**src/design/kmhr_pkg.sv**
```systemverilog
// shared constants and types for the key matrix to hid report block
`timescale 1ns / 1ps
`default_nettype none
package kmhr_pkg;

  localparam int MATRIX_KEYS  = 48;
  localparam int LAYERS       = 2;
  localparam int REPORT_SLOTS = 6;
  localparam int MAP_ENTRIES  = MATRIX_KEYS * LAYERS;

  localparam int KEY_IDX_W  = 6;
  localparam int MAP_IDX_W  = 7;
  localparam int CNT_W      = $clog2(REPORT_SLOTS + 1);
  localparam int SLOT_IDX_W = (REPORT_SLOTS > 1) ? $clog2(REPORT_SLOTS) : 1;

  localparam int KBD_LEN    = 3 + REPORT_SLOTS;
  localparam int MOUSE_LEN  = 9;
  localparam int FRAME_MAX  = (KBD_LEN > MOUSE_LEN) ? KBD_LEN : MOUSE_LEN;
  localparam int BYTE_CNT_W = $clog2(FRAME_MAX);

  // input operations
  localparam logic [1:0] OP_KEY = 2'd0;
  localparam logic [1:0] OP_EOS = 2'd1;
  localparam logic [1:0] OP_MAP = 2'd2;

  // keymap entry modes
  localparam logic [1:0] MODE_KEY     = 2'd0;
  localparam logic [1:0] MODE_MOD     = 2'd1;
  localparam logic [1:0] MODE_SPECIAL = 2'd2;
  localparam logic [1:0] MODE_OFF     = 2'd3;

  // special action codes
  localparam logic [7:0] SPC_LAYER   = 8'd1;
  localparam logic [7:0] SPC_CLICK_L = 8'd6;
  localparam logic [7:0] SPC_CLICK_R = 8'd7;

  localparam logic [7:0] FRAME_START = 8'hFD;
  localparam logic [7:0] MOUSE_TAG   = 8'h03;

  typedef struct packed {
    logic [1:0] mode;
    logic [7:0] code;
  } map_entry_t;

  // one end of scan worth of frame contents
  typedef struct packed {
    logic                         key_changed;
    logic                         mouse_changed;
    logic [7:0]                   modifier;
    logic [REPORT_SLOTS-1:0][7:0] keys;
    logic [1:0]                   click;
    logic [7:0]                   dx;
    logic [7:0]                   dy;
  } scan_snap_t;

endpackage
`default_nettype wire

```
**src/design/key_matrix_to_hid_report_core.sv**
```systemverilog
// Key matrix to HID report block.
// The in_ channel takes one item per cycle: key samples, keymap writes and
// end-of-scan items (operation in in_tuser). Key samples and keymap writes
// are taken one per cycle and wait only behind a held end-of-scan item.
// Each end-of-scan item yields a 9-byte keyboard frame and then a 9-byte
// mouse frame, each only if it changed, so 0, 9 or 18 items leave on out_,
// one byte per cycle while out_tready holds high, with out_tuser giving the
// frame kind and out_tlast marking the final byte of the run.
// An end-of-scan item is registered in stage one, its snapshot is written
// to the queue, and the run's first byte is loaded into the output register.
// The keymap memory is read for both layers at once in the accept cycle,
// which keeps one item per cycle across layer changes.
// A two-deep snapshot queue sits between the front end and the serializer.
// When the receiver stalls, bytes hold in the output register and snapshots
// collect in the queue; an end-of-scan item with a change then waits on a
// full queue and in_tready drops until a run is drained.
// Reset (rst_n low, synchronous) clears debounce history, layer, reports and
// the last sent frames; the keymap is not cleared and must be written.
`timescale 1ns / 1ps
`default_nettype none
module key_matrix_to_hid_report_core
  import kmhr_pkg::*;
(
  input  wire logic        clk,
  input  wire logic        rst_n,
  input  wire logic        in_tvalid,
  output logic             in_tready,
  // [5:0] key_index, [6] pressed, [14:7] mouse_dx, [22:15] mouse_dy,
  // [29:23] map_index, [31:30] map_mode, [39:32] map_code
  input  wire logic [39:0] in_tdata,
  // [1:0] operation
  input  wire logic [1:0]  in_tuser,
  output logic             out_tvalid,
  input  wire logic        out_tready,
  // [7:0] report_byte
  output logic [7:0]       out_tdata,
  // [0] report_kind
  output logic             out_tuser,
  output logic             out_tlast
);

  logic       q_push;
  scan_snap_t q_push_data;
  logic       q_full;
  logic       q_pop;
  scan_snap_t q_head;
  logic       q_head_valid;

  kmhr_front u_front (
    .clk          (clk),
    .rst_n        (rst_n),
    .in_valid     (in_tvalid),
    .in_ready     (in_tready),
    .in_op        (in_tuser),
    .in_key_index (in_tdata[5:0]),
    .in_pressed   (in_tdata[6]),
    .in_dx        (in_tdata[14:7]),
    .in_dy        (in_tdata[22:15]),
    .in_map_index (in_tdata[29:23]),
    .in_map_mode  (in_tdata[31:30]),
    .in_map_code  (in_tdata[39:32]),
    .push         (q_push),
    .push_data    (q_push_data),
    .push_full    (q_full)
  );

  kmhr_queue u_queue (
    .clk        (clk),
    .rst_n      (rst_n),
    .push       (q_push),
    .push_data  (q_push_data),
    .full       (q_full),
    .pop        (q_pop),
    .head       (q_head),
    .head_valid (q_head_valid)
  );

  kmhr_back u_back (
    .clk        (clk),
    .rst_n      (rst_n),
    .head       (q_head),
    .head_valid (q_head_valid),
    .pop        (q_pop),
    .out_valid  (out_tvalid),
    .out_ready  (out_tready),
    .out_byte   (out_tdata),
    .out_kind   (out_tuser),
    .out_last   (out_tlast)
  );

endmodule
`default_nettype wire

```
**src/design/kmhr_front.sv**
```systemverilog
// front end: accepts items, keymap lookup, debounce and report building
`timescale 1ns / 1ps
`default_nettype none
module kmhr_front
  import kmhr_pkg::*;
(
  input  wire logic                 clk,
  input  wire logic                 rst_n,
  input  wire logic                 in_valid,
  output logic                      in_ready,
  input  wire logic [1:0]           in_op,
  input  wire logic [KEY_IDX_W-1:0] in_key_index,
  input  wire logic                 in_pressed,
  input  wire logic [7:0]           in_dx,
  input  wire logic [7:0]           in_dy,
  input  wire logic [MAP_IDX_W-1:0] in_map_index,
  input  wire logic [1:0]           in_map_mode,
  input  wire logic [7:0]           in_map_code,
  output logic                      push,
  output scan_snap_t                push_data,
  input  wire logic                 push_full
);

  map_entry_t keymap [MAP_ENTRIES];

  logic                 in_fire;
  logic                 in_key_ok;
  logic [MAP_IDX_W-1:0] addr0;
  logic [MAP_IDX_W-1:0] addr1;

  // stage one registers
  logic                 s1_valid_r, s1_valid_nxt;
  logic [1:0]           s1_op_r;
  logic [KEY_IDX_W-1:0] s1_id_r;
  logic                 s1_pressed_r;
  logic [7:0]           s1_dx_r;
  logic [7:0]           s1_dy_r;
  map_entry_t           rd0_r;
  map_entry_t           rd1_r;

  // scan state
  logic [MATRIX_KEYS-1:0]       prev_r, prev_nxt;
  logic                         layer_r, layer_nxt;
  logic [REPORT_SLOTS-1:0][7:0] keys_r, keys_nxt;
  logic [CNT_W-1:0]             count_r, count_nxt;
  logic [7:0]                   mod_r, mod_nxt;
  logic [1:0]                   click_r, click_nxt;
  logic [REPORT_SLOTS-1:0][7:0] sent_keys_r, sent_keys_nxt;
  logic [7:0]                   sent_mod_r, sent_mod_nxt;
  logic [1:0]                   sent_click_r, sent_click_nxt;
  logic [7:0]                   sent_dx_r, sent_dx_nxt;
  logic [7:0]                   sent_dy_r, sent_dy_nxt;

  logic       s1_fire;
  logic       key_ok;
  logic       prev;
  logic       held;
  map_entry_t ent;
  logic [7:0] half_dx;
  logic [7:0] half_dy;
  logic       key_changed;
  logic       mouse_changed;
  logic       eos_blocked;

  assign in_fire   = in_valid && in_ready;
  assign in_key_ok = in_key_index < KEY_IDX_W'(MATRIX_KEYS);
  assign addr0     = in_key_ok ? {1'b0, in_key_index} : '0;
  assign addr1     = addr0 + MAP_IDX_W'(MATRIX_KEYS);

  // both layers are read so a layer change by the item ahead needs no stall
  always_ff @(posedge clk) begin
    if (in_fire && in_op == OP_MAP && in_map_index < MAP_IDX_W'(MAP_ENTRIES)) begin
      keymap[in_map_index] <= '{mode: in_map_mode, code: in_map_code};
    end
    if (in_fire) begin
      rd0_r        <= keymap[addr0];
      rd1_r        <= keymap[addr1];
      s1_op_r      <= in_op;
      s1_id_r      <= in_key_index;
      s1_pressed_r <= in_pressed;
      s1_dx_r      <= in_dx;
      s1_dy_r      <= in_dy;
    end
  end

  assign key_ok  = s1_id_r < KEY_IDX_W'(MATRIX_KEYS);
  assign ent     = layer_r ? rd1_r : rd0_r;
  assign prev    = key_ok ? prev_r[s1_id_r] : 1'b0;
  assign held    = s1_pressed_r && prev;
  assign half_dx = {s1_dx_r[7], s1_dx_r[7:1]};
  assign half_dy = {s1_dy_r[7], s1_dy_r[7:1]};

  assign key_changed   = (mod_r != sent_mod_r) || (keys_r != sent_keys_r);
  assign mouse_changed = (click_r != sent_click_r) || (half_dx != sent_dx_r)
                      || (half_dy != sent_dy_r);

  assign eos_blocked = (s1_op_r == OP_EOS) && (key_changed || mouse_changed) && push_full;
  assign s1_fire     = s1_valid_r && !eos_blocked;
  assign in_ready    = !s1_valid_r || s1_fire;

  assign push = s1_fire && (s1_op_r == OP_EOS) && (key_changed || mouse_changed);
  assign push_data = '{key_changed:   key_changed,
                       mouse_changed: mouse_changed,
                       modifier:      mod_r,
                       keys:          keys_r,
                       click:         click_r,
                       dx:            half_dx,
                       dy:            half_dy};

  always_comb begin
    s1_valid_nxt   = in_fire ? 1'b1 : (s1_fire ? 1'b0 : s1_valid_r);
    prev_nxt       = prev_r;
    layer_nxt      = layer_r;
    keys_nxt       = keys_r;
    count_nxt      = count_r;
    mod_nxt        = mod_r;
    click_nxt      = click_r;
    sent_keys_nxt  = sent_keys_r;
    sent_mod_nxt   = sent_mod_r;
    sent_click_nxt = sent_click_r;
    sent_dx_nxt    = sent_dx_r;
    sent_dy_nxt    = sent_dy_r;
    if (s1_fire) begin
      case (s1_op_r)
        OP_KEY: begin
          if (key_ok) begin
            case (ent.mode)
              MODE_KEY: begin
                if (held && count_r < CNT_W'(REPORT_SLOTS)) begin
                  keys_nxt[count_r[SLOT_IDX_W-1:0]] = ent.code;
                  count_nxt = count_r + CNT_W'(1);
                end
              end
              MODE_MOD: begin
                if (held) mod_nxt = mod_r | ent.code;
              end
              MODE_SPECIAL: begin
                // acts on a stable level: two presses or two releases in a row
                if (s1_pressed_r == prev) begin
                  if (ent.code == SPC_LAYER) begin
                    layer_nxt = s1_pressed_r;
                  end else if (ent.code == SPC_CLICK_L && s1_pressed_r) begin
                    click_nxt[0] = 1'b1;
                  end else if (ent.code == SPC_CLICK_R && s1_pressed_r) begin
                    click_nxt[1] = 1'b1;
                  end
                end
              end
              default: ;
            endcase
            prev_nxt[s1_id_r] = s1_pressed_r;
          end
        end
        OP_EOS: begin
          sent_keys_nxt  = keys_r;
          sent_mod_nxt   = mod_r;
          sent_click_nxt = click_r;
          sent_dx_nxt    = half_dx;
          sent_dy_nxt    = half_dy;
          keys_nxt       = '0;
          count_nxt      = '0;
          mod_nxt        = '0;
          click_nxt      = '0;
        end
        default: ;
      endcase
    end
  end

  always_ff @(posedge clk) begin
    if (!rst_n) begin
      s1_valid_r   <= 1'b0;
      prev_r       <= '0;
      layer_r      <= 1'b0;
      keys_r       <= '0;
      count_r      <= '0;
      mod_r        <= '0;
      click_r      <= '0;
      sent_keys_r  <= '0;
      sent_mod_r   <= '0;
      sent_click_r <= '0;
      sent_dx_r    <= '0;
      sent_dy_r    <= '0;
    end else begin
      s1_valid_r   <= s1_valid_nxt;
      prev_r       <= prev_nxt;
      layer_r      <= layer_nxt;
      keys_r       <= keys_nxt;
      count_r      <= count_nxt;
      mod_r        <= mod_nxt;
      click_r      <= click_nxt;
      sent_keys_r  <= sent_keys_nxt;
      sent_mod_r   <= sent_mod_nxt;
      sent_click_r <= sent_click_nxt;
      sent_dx_r    <= sent_dx_nxt;
      sent_dy_r    <= sent_dy_nxt;
    end
  end

endmodule
`default_nettype wire

```
**src/design/kmhr_queue.sv**
```systemverilog
// two-entry queue of end-of-scan snapshots between front and back
`timescale 1ns / 1ps
`default_nettype none
module kmhr_queue
  import kmhr_pkg::*;
(
  input  wire logic       clk,
  input  wire logic       rst_n,
  input  wire logic       push,
  input  wire scan_snap_t push_data,
  output logic            full,
  input  wire logic       pop,
  output scan_snap_t      head,
  output logic            head_valid
);

  scan_snap_t slots [2];

  logic       wr_ptr_r, wr_ptr_nxt;
  logic       rd_ptr_r, rd_ptr_nxt;
  logic [1:0] count_r, count_nxt;

  assign full       = count_r == 2'd2;
  assign head_valid = count_r != 2'd0;
  assign head       = slots[rd_ptr_r];

  always_ff @(posedge clk) begin
    if (push) slots[wr_ptr_r] <= push_data;
  end

  always_comb begin
    wr_ptr_nxt = push ? ~wr_ptr_r : wr_ptr_r;
    rd_ptr_nxt = pop ? ~rd_ptr_r : rd_ptr_r;
    count_nxt  = count_r;
    if (push && !pop) count_nxt = count_r + 2'd1;
    else if (pop && !push) count_nxt = count_r - 2'd1;
  end

  always_ff @(posedge clk) begin
    if (!rst_n) begin
      wr_ptr_r <= 1'b0;
      rd_ptr_r <= 1'b0;
      count_r  <= '0;
    end else begin
      wr_ptr_r <= wr_ptr_nxt;
      rd_ptr_r <= rd_ptr_nxt;
      count_r  <= count_nxt;
    end
  end

endmodule
`default_nettype wire

```
**src/design/kmhr_back.sv**
```systemverilog
// back end: serializes keyboard and mouse frames into an output register
`timescale 1ns / 1ps
`default_nettype none
module kmhr_back
  import kmhr_pkg::*;
(
  input  wire logic       clk,
  input  wire logic       rst_n,
  input  wire scan_snap_t head,
  input  wire logic       head_valid,
  output logic            pop,
  output logic            out_valid,
  input  wire logic       out_ready,
  output logic [7:0]      out_byte,
  output logic            out_kind,
  output logic            out_last
);

  localparam logic [BYTE_CNT_W-1:0] POS_HDR0  = BYTE_CNT_W'(0);
  localparam logic [BYTE_CNT_W-1:0] POS_HDR1  = BYTE_CNT_W'(1);
  localparam logic [BYTE_CNT_W-1:0] POS_HDR2  = BYTE_CNT_W'(2);
  localparam logic [BYTE_CNT_W-1:0] POS_CLICK = BYTE_CNT_W'(3);
  localparam logic [BYTE_CNT_W-1:0] POS_DX    = BYTE_CNT_W'(4);
  localparam logic [BYTE_CNT_W-1:0] POS_DY    = BYTE_CNT_W'(5);

  logic [BYTE_CNT_W-1:0] cnt_r, cnt_nxt;
  logic                  key_done_r, key_done_nxt;
  logic                  valid_r, valid_nxt;
  logic [7:0]            byte_r;
  logic                  kind_r;
  logic                  last_r;

  logic                  cur_mouse;
  logic                  frame_end;
  logic                  run_last;
  logic                  load;
  logic [BYTE_CNT_W-1:0] kslot;
  logic [7:0]            byte_sel;

  // mouse frame once the keyboard frame is out or was not needed
  assign cur_mouse = key_done_r || !head.key_changed;
  assign frame_end = cur_mouse ? (cnt_r == BYTE_CNT_W'(MOUSE_LEN - 1))
                               : (cnt_r == BYTE_CNT_W'(KBD_LEN - 1));
  assign run_last  = frame_end && (cur_mouse || !head.mouse_changed);
  assign load      = head_valid && (!valid_r || out_ready);
  assign pop       = load && run_last;
  assign kslot     = cnt_r - BYTE_CNT_W'(3);

  always_comb begin
    byte_sel = 8'h00;
    if (cur_mouse) begin
      case (cnt_r)
        POS_HDR0:  byte_sel = FRAME_START;
        POS_HDR2:  byte_sel = MOUSE_TAG;
        POS_CLICK: byte_sel = {6'b0, head.click};
        POS_DX:    byte_sel = head.dx;
        POS_DY:    byte_sel = head.dy;
        default:   byte_sel = 8'h00;
      endcase
    end else begin
      case (cnt_r)
        POS_HDR0: byte_sel = FRAME_START;
        POS_HDR1: byte_sel = head.modifier;
        POS_HDR2: byte_sel = 8'h00;
        default:  byte_sel = head.keys[kslot[SLOT_IDX_W-1:0]];
      endcase
    end
  end

  always_comb begin
    cnt_nxt      = cnt_r;
    key_done_nxt = key_done_r;
    valid_nxt    = out_ready ? 1'b0 : valid_r;
    if (load) begin
      valid_nxt    = 1'b1;
      cnt_nxt      = frame_end ? '0 : cnt_r + BYTE_CNT_W'(1);
      key_done_nxt = frame_end ? !run_last : key_done_r;
    end
  end

  always_ff @(posedge clk) begin
    if (load) begin
      byte_r <= byte_sel;
      kind_r <= cur_mouse;
      last_r <= run_last;
    end
  end

  always_ff @(posedge clk) begin
    if (!rst_n) begin
      cnt_r      <= '0;
      key_done_r <= 1'b0;
      valid_r    <= 1'b0;
    end else begin
      cnt_r      <= cnt_nxt;
      key_done_r <= key_done_nxt;
      valid_r    <= valid_nxt;
    end
  end

  assign out_valid = valid_r;
  assign out_byte  = byte_r;
  assign out_kind  = kind_r;
  assign out_last  = last_r;

endmodule
`default_nettype wire
```
**config.mk**
```make
export PLATFORM = sky130hd
export DESIGN_NAME = key_matrix_to_hid_report_core
export DESIGN_NICKNAME = d
export VERILOG_FILES = /design/src/design/kmhr_pkg.sv /design/src/design/key_matrix_to_hid_report_core.sv /design/src/design/kmhr_front.sv /design/src/design/kmhr_queue.sv /design/src/design/kmhr_back.sv
export SDC_FILE = /design/constraint.sdc
export NUM_CORES = 2
export LEC_CHECK = 0
export BUFFER_PORTS_ARGS = -buffer_cell sky130_fd_sc_hd__buf_2
export CAP_MARGIN = 20
export CORE_ASPECT_RATIO = 0.75
export CORE_MARGIN = 4
export CORE_UTILIZATION = 55
export DETAILED_ROUTE_END_ITERATION = 8
export GPL_ROUTABILITY_DRIVEN = 0
export HOLD_SLACK_MARGIN = 0.03
export MAX_ROUTING_LAYER = met4
export PLACE_DENSITY = 0.73
export SKIP_CTS_REPAIR_TIMING = 1
export SYNTH_ARGS = -nofsm -noshare
export SYNTH_HDL_FRONTEND = slang
export SYNTH_HIERARCHICAL = 1
export SYNTH_SLANG_ARGS = --single-unit
```
**constraint.sdc**
```tcl
create_clock -name clk -period 7.75 [get_ports clk]
set_input_delay 1.55 -clock clk [delete_from_list [all_inputs] [get_ports clk]]
set_output_delay 1.55 -clock clk [all_outputs]
set_load 0.005 [all_outputs]
```
==> flow_summary.json <==
{
  "yosysUniqueCellTypes": 75,
  "layout-drive-gt1-share_pct": 17.71,
  "power.net_switching_uw": 3316,
  "cts_made_buffers": 130,
  "p_seq_share_pct": 53.3,
  "portBuffers": 55,
  "wl_per_cell_um": 25.69,
  "num-nets-final": 3638,
  "holdCritStartpoint": "u_front/sent_keys_r[14]",
  "avgSynthCellArea_sq_um": 15.43,
  "synth.most_common_cell": "edfxtp_1",
  "timing.final.crit_period_ps": 5241,
  "cp.required_ps": 8100,
  "ys_top_cells_by_count": "edfxtp_1 (1165), nand2_1 (259), dfxtp_1 (194)",
  "grt_max_degree": 110,
  "pwr-share-comb_pct": 5.9,
  "insertion_delay_ps": 750,
  "intPower_uw": 11690,
  "grt-ovfl-total": 0,
  "ctsRootBufferMaster": "clkbuf_16",
  "die_w_um": 373.5,
  "first_pass_iters": 6,
  "start_kind": "register",
  "track_usage_pct": 25.11,
  "finalWorstSetupSlack_ps": 2509,
  "pre_cts_ws_ps": 2336,
  "hpwl_um": 75670,
  "end_kind": "register",
  "fmax_mhz": 190.8,
  "die_h_um": 282.1,
  "leakagePower_uw": 0.01939,
  "cts_sinks": 1359,
  "finalClockSkew_ps": 31.06,
  "slew_violations": 0,
  "worstMarginPinSlew_ps": 1276,
  "p_per_area_nw_per_um2": 246.8,
  "holdCritPathClass": "register to register",
  "worstHoldEndpoint": "u_front/sent_keys_r[14]",
  "holdPathStages": 2,
  "clk_path_buf_depth": 3,
  "antenna_found_initial": 3,
  "ys_seq_area_share_pct": 70.54,
  "synth_top_flop_cell": "edfxtp_1",
  "syn_inst": 3570,
  "h-tree-depth": 4,
  "r2r_end": "u_front/keymap[70][0]",
  "grt_pass1_vias": 30410,
  "core_area_sq_um": 99350,
  "crit_fanout": 12,
  "slew_headroom_pct": 14.68,
  "ys_ff_latch": 1359,
  "yosysTopAreaCell": "edfxtp_1",
  "drc": 0,
  "whs_ps": 468.9,
  "grt_pass1_wl_um": 192300,
  "fin_cells": 5018,
  "arrival_ps": 5590,
  "p_sw_share_pct": 22.10,
  "drt_wl_total_um": 128900,
  "status": "complete, no violations",
  "synth_area_leaders": "edfxtp_1 (63%), dfxtp_1 (7.0%), mux4_2 (6.0%)",
  "synth_top_area_share_pct": 63.49,
  "start_util_pct": 55.46,
  "finalHoldViolations": 0,
  "rsz0062_at_grt": "false",
  "synth_nets": 3626,
  "async_flop_share_pct": 0,
  "vias": 31700,
  "critPathKind": "register to register",
  "dp.cells": 4758,
  "finalSetupViolCount": 0,
  "syn-cell-area_sq_um": 55100,
  "peakVddDrop_uv": 245.1,
  "clkTransAtPathRegs_ps": 60,
  "timing.final.crit_share_pct": 67.63,
  "drt_iter0_markers": 3776,
  "synth_edf_count": 1165,
  "rows": 100,
  "r2r_start": "u_front/mod_r[5]",
  "num_io_pins": 58,
  "ff2ff_path_depth": 9,
  "max-cap-violations": 0,
  "dieArea_sq_um": 105400,
  "yosys_warnings": 6,
  "p_clk_share_pct": 40.8,
  "ant_nets": 0,
  "syn2layout_area_growth_pct": 10.33,
  "r2r_slack_ps": 2510,
  "cts_tree": "yes",
  "vias_per_cell": 6.317,
  "fin_setup_tns_ps": 0
}
==> final cells by class <==
cell class | count | area [sq um]
timing repair buffer | 125 | 1005
inverter | 16 | 60.06
fill | 7148 | 38550
tap | 1326 | 1659
clock inverter | 70 | 514.2
sequential | 1359 | 38870
antenna | 4 | 10.01
clock buffer | 168 | 3593
multi-input combinational | 1950 | 15080
==> state kept, by name, indices dropped and copies added (netlist names), 3 cells and up, named ones only <==
name and cells:
u_front/count_r 3, u_back/cnt_r 4, u_front/mod_r 8, u_front/sent_dx_r 7
u_front/s1_id_r 6, u_front/s1_dy_r 7, u_front/sent_keys_r 48, u_front/rd1_r 10
u_front/prev_r 48, u_queue/slots 152, u_front/sent_mod_r 8, u_back/out_byte 8
u_front/sent_dy_r 7, u_front/keymap 960, u_front/rd0_r 10, u_front/s1_dx_r 7
u_front/push_data 48
==> critical path: stages, from the launching register on <==
cell	delay (ps)
dfxtp_1	620
xnor2_1	170
nand4_1	190
nor4_1	520
and4_1	410
inv_2	110
o2111ai_1	300
buf_4	270
nand3_1	940
nor2_1	1290
==> through the flow <==
stage | total power (uW) | area, sq um | util (%)
finish | 15010 | 60790 | 61.19
global placement | 8995 | 56390 | 56.77
global route | 15500 | 60790 | 61.19
detailed placement | 9011 | 56400 | 56.77
floorplan | 8668 | 55100 | -
CTS | 15080 | 60510 | 60.91
==> routing by layer <==
layer / part of all wire (%) / GRT usage [%]
met1: 43 / 36.23
met2: 44 / 34.83
met3: 11 / 7.394
met4: 2.3 / 7.428
met5: 0 / -
==> power groups by stage <==
stage,clock (uW),combinational [uW],sequential [uW]
finish,6120,882,8000
detailed placement,0,850,8160
global placement,0,836,8160
floorplan,0,523,8140
CTS,6220,854,8000
global route,6560,939,8000
==> logic make-up (layout without fill, tap and decap cells) <==
family | Yosys count | count (layout) | share of synthesized area, %
AO/OA/AOI/OAI | 694 | 694 | 7.848
buffers and inverters | 261 | 379 | 2.198
AND/OR/NAND/NOR | 784 | 784 | 6.803
adder cells (fa/ha/maj) | 10 | 10 | 0.2271
multiplexers | 383 | 383 | 11.12
other | 0 | 4 | 0
XOR/XNOR | 79 | 79 | 1.269
flip-flops | 1359 | 1359 | 70.54
==> placed cells by master (no fill, tap or decap), types with 42 or more instances in the layout <==
cell	instances
nand3_1	108
o21ai_0	138
clkbuf_16	136
a21oi_1	123
nand2_1	259
edfxtp_1	1165
buf_2	42
mux4_2	146
dfxtp_1	193
o22ai_1	89
nor2_1	181
mux2_2	130
nor2b_1	49
mux2i_1	58
or3_1	44
a21boi_0	46
xnor2_1	58
buf_4	68
o21ai_1	81
==> how the worst max path moves through the flow <==
stage	end	cells after the start	slack, ps	startpoint
floorplan	u_queue/slots[0][0]	9	2010	u_front/s1_dx_r[7]
global placement	u_front/keymap[14][1]	8	2000	u_front/mod_r[5]
detailed placement	u_front/rd0_r[3]	11	2340	in_tdata[5]
CTS	u_front/keymap[70][0]	9	2640	u_front/mod_r[5]
global route	u_front/keymap[14][6]	9	2500	u_front/mod_r[5]
finish	u_front/keymap[70][0]	9	2510	u_front/mod_r[5]
Power figures use the tool's default switching activity.
